==> src/hw/rtl/lpkt_pkg.sv <==
// ----------------------------------------------------------------------------
// lpkt_pkg: shared types and constants of the linear probe key table
// Codes for slot marks, request modes and result status, the hash
// multiplier, and the command/status bundles between controller and datapath.
// ----------------------------------------------------------------------------
`default_nettype none

package lpkt_pkg;

    // Defaults for the top level parameters (slot count is a power of two)
    localparam int DEF_TABLE_SLOTS = 4096;
    localparam int DEF_KEY_BITS    = 22;

    // Multiplicative hash constant (mod 2^32)
    localparam logic [31:0] HASH_MULT = 32'd2654435761;

    // Slot marks
    localparam logic [1:0] MARK_EMPTY = 2'd0;
    localparam logic [1:0] MARK_USED  = 2'd1;
    localparam logic [1:0] MARK_TOMB  = 2'd2;

    // Request modes; the unused code behaves as a lookup
    localparam logic [1:0] MODE_LOOKUP = 2'd0;
    localparam logic [1:0] MODE_CREATE = 2'd1;
    localparam logic [1:0] MODE_FORGET = 2'd2;

    // Result status
    localparam logic [1:0] ST_FOUND   = 2'd0;
    localparam logic [1:0] ST_CREATED = 2'd1;
    localparam logic [1:0] ST_ABSENT  = 2'd2;
    localparam logic [1:0] ST_FULL    = 2'd3;

    // Controller to datapath
    typedef struct packed {
        logic clr_wr;    // write one empty slot of the clearing pass
        logic load;      // take a request, hash its key
        logic rd_en;     // read the slot memory
        logic rd_next;   // read the slot after the current probe
        logic advance;   // move the probe to the next slot
        logic finish;    // close the probe, update table and count
        logic out_load;  // move the result into the output register
    } t_cmd;

    // Datapath to controller
    typedef struct packed {
        logic hit;       // probed slot is used and holds the key
        logic empty;     // probed slot is empty
        logic last;      // probed slot is the last one not yet visited
        logic clr_last;  // clearing pass writes its final slot
    } t_sts;

endpackage

`default_nettype wire

==> src/hw/rtl/lpkt_ctrl.sv <==
// ----------------------------------------------------------------------------
// lpkt_ctrl: controller of the linear probe key table
// Sequences the clearing pass, request intake, probe walk and result
// hand-off; owns both handshakes.
// ----------------------------------------------------------------------------
`default_nettype none

module lpkt_ctrl (
    input  wire logic           i_clk,
    input  wire logic           i_rst_n,
    input  wire logic           i_in_valid,
    output logic                o_in_ready,
    output logic                o_out_valid,
    input  wire logic           i_out_ready,
    input  wire lpkt_pkg::t_sts i_sts,
    output lpkt_pkg::t_cmd      o_cmd
);

    typedef enum logic [4:0] {
        S_CLEAR = 5'b00001,
        S_IDLE  = 5'b00010,
        S_READ  = 5'b00100,
        S_PROBE = 5'b01000,
        S_DONE  = 5'b10000
    } t_state;

    t_state r_state, n_state;
    logic   r_out_valid, n_out_valid;
    logic   stop;
    logic   out_free;

    assign stop        = i_sts.hit || i_sts.empty || i_sts.last;
    assign out_free    = !r_out_valid || i_out_ready;
    assign o_in_ready  = (r_state == S_IDLE);
    assign o_out_valid = r_out_valid;

    always_comb begin
        n_state     = r_state;
        o_cmd       = '0;
        n_out_valid = r_out_valid && !i_out_ready;
        case (r_state)
            S_CLEAR: begin
                o_cmd.clr_wr = 1'b1;
                if (i_sts.clr_last) begin
                    n_state = S_IDLE;
                end
            end
            S_IDLE: begin
                if (i_in_valid) begin
                    o_cmd.load = 1'b1;
                    n_state    = S_READ;
                end
            end
            S_READ: begin
                o_cmd.rd_en = 1'b1;
                n_state     = S_PROBE;
            end
            S_PROBE: begin
                if (stop) begin
                    o_cmd.finish = 1'b1;
                    n_state      = S_DONE;
                end else begin
                    o_cmd.rd_en   = 1'b1;
                    o_cmd.rd_next = 1'b1;
                    o_cmd.advance = 1'b1;
                end
            end
            S_DONE: begin
                // hold until the previous beat is taken
                if (out_free) begin
                    o_cmd.out_load = 1'b1;
                    n_out_valid    = 1'b1;
                    n_state        = S_IDLE;
                end
            end
            default: begin
                n_state = S_CLEAR;
            end
        endcase
    end

    always_ff @(posedge i_clk) begin
        if (!i_rst_n) begin
            r_state     <= S_CLEAR;
            r_out_valid <= 1'b0;
        end else begin
            r_state     <= n_state;
            r_out_valid <= n_out_valid;
        end
    end

endmodule

`default_nettype wire

==> config.mk <==
export PLATFORM = sky130hd
export DESIGN_NAME = lpkt_ctrl
export DESIGN_NICKNAME = d
export VERILOG_FILES = /design/src/hw/rtl/lpkt_pkg.sv /design/src/hw/rtl/lpkt_ctrl.sv
export SDC_FILE = /design/constraint.sdc
export NUM_CORES = 1
export LEC_CHECK = 0
export BUFFER_PORTS_ARGS = -buffer_cell sky130_fd_sc_hd__buf_4
export CAP_MARGIN = 25
export CORE_AREA = 5 5 42 44
export CTS_CLUSTER_DIAMETER = 120
export DETAILED_ROUTE_END_ITERATION = 16
export DIE_AREA = 0 0 47 49
export PLACE_DENSITY = 0.56
export SLEW_MARGIN = 0
export SYNTH_ARGS = -nofsm -noshare
export SYNTH_HDL_FRONTEND = slang
export SYNTH_SLANG_ARGS = --single-unit
==> constraint.sdc <==
create_clock -name i_clk -period 3.27 [get_ports i_clk]
set_input_delay 0.981 -clock i_clk [delete_from_list [all_inputs] [get_ports i_clk]]
set_output_delay 0.981 -clock i_clk [all_outputs]
set_load 0.05 [all_outputs]
==> reports/results.txt <==
TritonCTS buffer count -> 3
Crit path max fanout -> 3
DP Worst Slack -> 322 ps
Synth cell types -> 30
Insertion delay to the later sink of the worst-skew pair -> 250 ps
Drt first pass iters -> 4
Die span in x -> 47 um
Initial antenna violation count -> 0
Pin count of the biggest net entering global routing -> 11
Cell area after synthesis -> 404 um^2
Commonest non-fill, non-tap cells in the layout -> buf_4, dfxtp_1, nor2_1
Final WS setup -> 330 ps
MaxCap Viol Count -> 0
Fmax -> 340 MHz
First-pass GRT wire length -> 1.40 mm
Synth warn -> 0
CP Capture Type -> output pin
Total number of vias -> 390
Vias per cell -> 5.06
Register area share after synthesis -> 29.7%
Area grow syn2layout -> 34.7%
Mean Syn Cell Area -> 8.79 um^2
Clock slew at reported path FFs -> 50 ps
Worst hold path type -> flip-flop to flip-flop
Pleak -> 0.000229 uW
IO Port Bufs -> 16
Hold Vio Cnt, Final -> 0
GR Overflow Total -> 0
Most common cell after layout, fill and taps aside -> buf_4
Post-CTS Hold Buffers -> 0
H-tree Lvls -> 1
Fraction of layout cells with a size suffix above 1 -> 39.3%
Die Y -> 49 um
Post-Syn Nets -> 54
Peak supply drop -> 0.000177 V
Least-Margin Pin Slew -> 347 ps
Relative slew slack -> 76.7%
Unrepaired setup endpoints after global routing -> false
PwrDens -> 359 mW/mm^2
Design area -> 544 um^2
CP Class -> input port to output pin
Wirelength per Cell -> 11.6 um
Post-synthesis register bit count -> 6
Tcrit/Tclk final -> 89.9%
Clk sinks -> 6
Post-route ant nets -> 0
Post-CTS setup buffers -> 0
FILL cells -> 158
PostCTS Resize Cnt -> 0
Row cnt -> 14
Total power -> 195 uW
Full die area -> 0.00230 mm^2
Overall global routing resource usage -> 8.25%
Final #Nets -> 71
GP Congestion -> 0.664
Vias in the first global route -> 321
Status -> finished, final reports clean
Initial Util -> 28.8%
I/O pin cnt -> 17
Dpl hpwl -> 678 um
Synth Instances -> 46
Setup Viol. Count Final -> 0
Root buffer cell -> clkbuf_4
Crit start category -> input port
WL final -> 894 um
Final Skew -> 2.10 ps
Clock Path Buffers -> 2
Required time of the critical path -> 2290 ps
Core area -> 0.00140 mm^2
Setup TNS -> 0 ps
Final Max Slew Viols -> 0
CTS tree -> yes
Antenna diodes -> 0
Minimum clock period -> 2940 ps
Critical Path AT -> 1960 ps
Placed inst area -> 522 um^2
# DRC -> 0
Number of DRC markers in iteration 0 -> 6
## final timing paths
| check | from | end | slack, ps | cells past startpoint |
|---|---|---|---|---|
| max | i_sts[2] | o_cmd[4] | 330 | 5 |
| min | r_state[4]$_SDFFE_PN0P_ | r_state[3]$_SDFFE_PN0P_ | 580 | 1 |
| max reg2reg | r_state[0]$_SDFFE_PN1P_ | r_state[0]$_SDFFE_PN1P_ | 1880 | 3 |
| min reg2reg | r_state[4]$_SDFFE_PN0P_ | r_state[3]$_SDFFE_PN0P_ | 580 | 1 |
## synthesized netlist by cell type, drive strengths merged
library cell	number	area (um^2)
nand2b	1	6.26
or4b	1	13.8
or3b	1	8.76
a311o	1	10.0
o21a	4	30.0
nor3b	1	7.51
a21oi	2	10.0
nor4bb	1	10.0
and3	1	6.26
a21o	1	7.51
dfxtp	6	120
or3	1	6.26
nor4	1	6.26
or2b	1	7.51
nand3b	1	7.51
and2	2	12.5
buf	3	23.8
clkbuf	1	5.00
nor2	5	18.8
o311ai	1	8.76
or4	1	7.51
inv	1	3.75
nor3	3	31.3
o211ai	1	7.51
nor2b	3	18.8
o41ai	1	8.76
## area by class of cell
type	count	area (um^2)	share of cell area, %
well taps	16	20.0	3.68
flip-flops and latches	6	120	22.1
repair buffers	16	120	22.1
multi-input cells	35	258	47.4
inverters	1	3.75	0.690
clock buffers	3	22.5	4.14
## critical path: stages
cell,delay (ps)
buf_4,110
nor3_1,330
a21oi_1,150
nor4_2,160
buf_4,240
## report_power, final
group | internal (uW) | switching (uW)
registers | 76.2 | 6.92
logic | 19.1 | 21.0
clock network | 41.8 | 30.3
total | 137 | 58.2
## sequential cells by signal, summed over array words and instances, names as in the netlist
name         count
r_state          5
o_out_valid      1
## layer usage
metal / track usage, % / wire length, um / vias up
met5: 0 / 0 / -
met1: 11.7 / 403 / 170
met2: 10.4 / 377 / 17
li1: - / - / 201
met3: 2.21 / 92 / 2
met4: 5.53 / 20 / 0
## logic make-up after synthesis
kind of cell    synth area share, %
simple gates                   41.8
compound gates                 20.4
flops                          29.7
buf+inv                        8.05
## metrics by stage
stage	utilization [%]	hold WS (ps)	std cells
after floorplan	-	501	46
after global placement	37.2	571	74
after detailed placement	37.2	569	74
after CTS	38.8	581	77
after global routing	38.8	600	77
final	38.8	584	77
No activity file was read; power rests on OpenSTA's default activity.
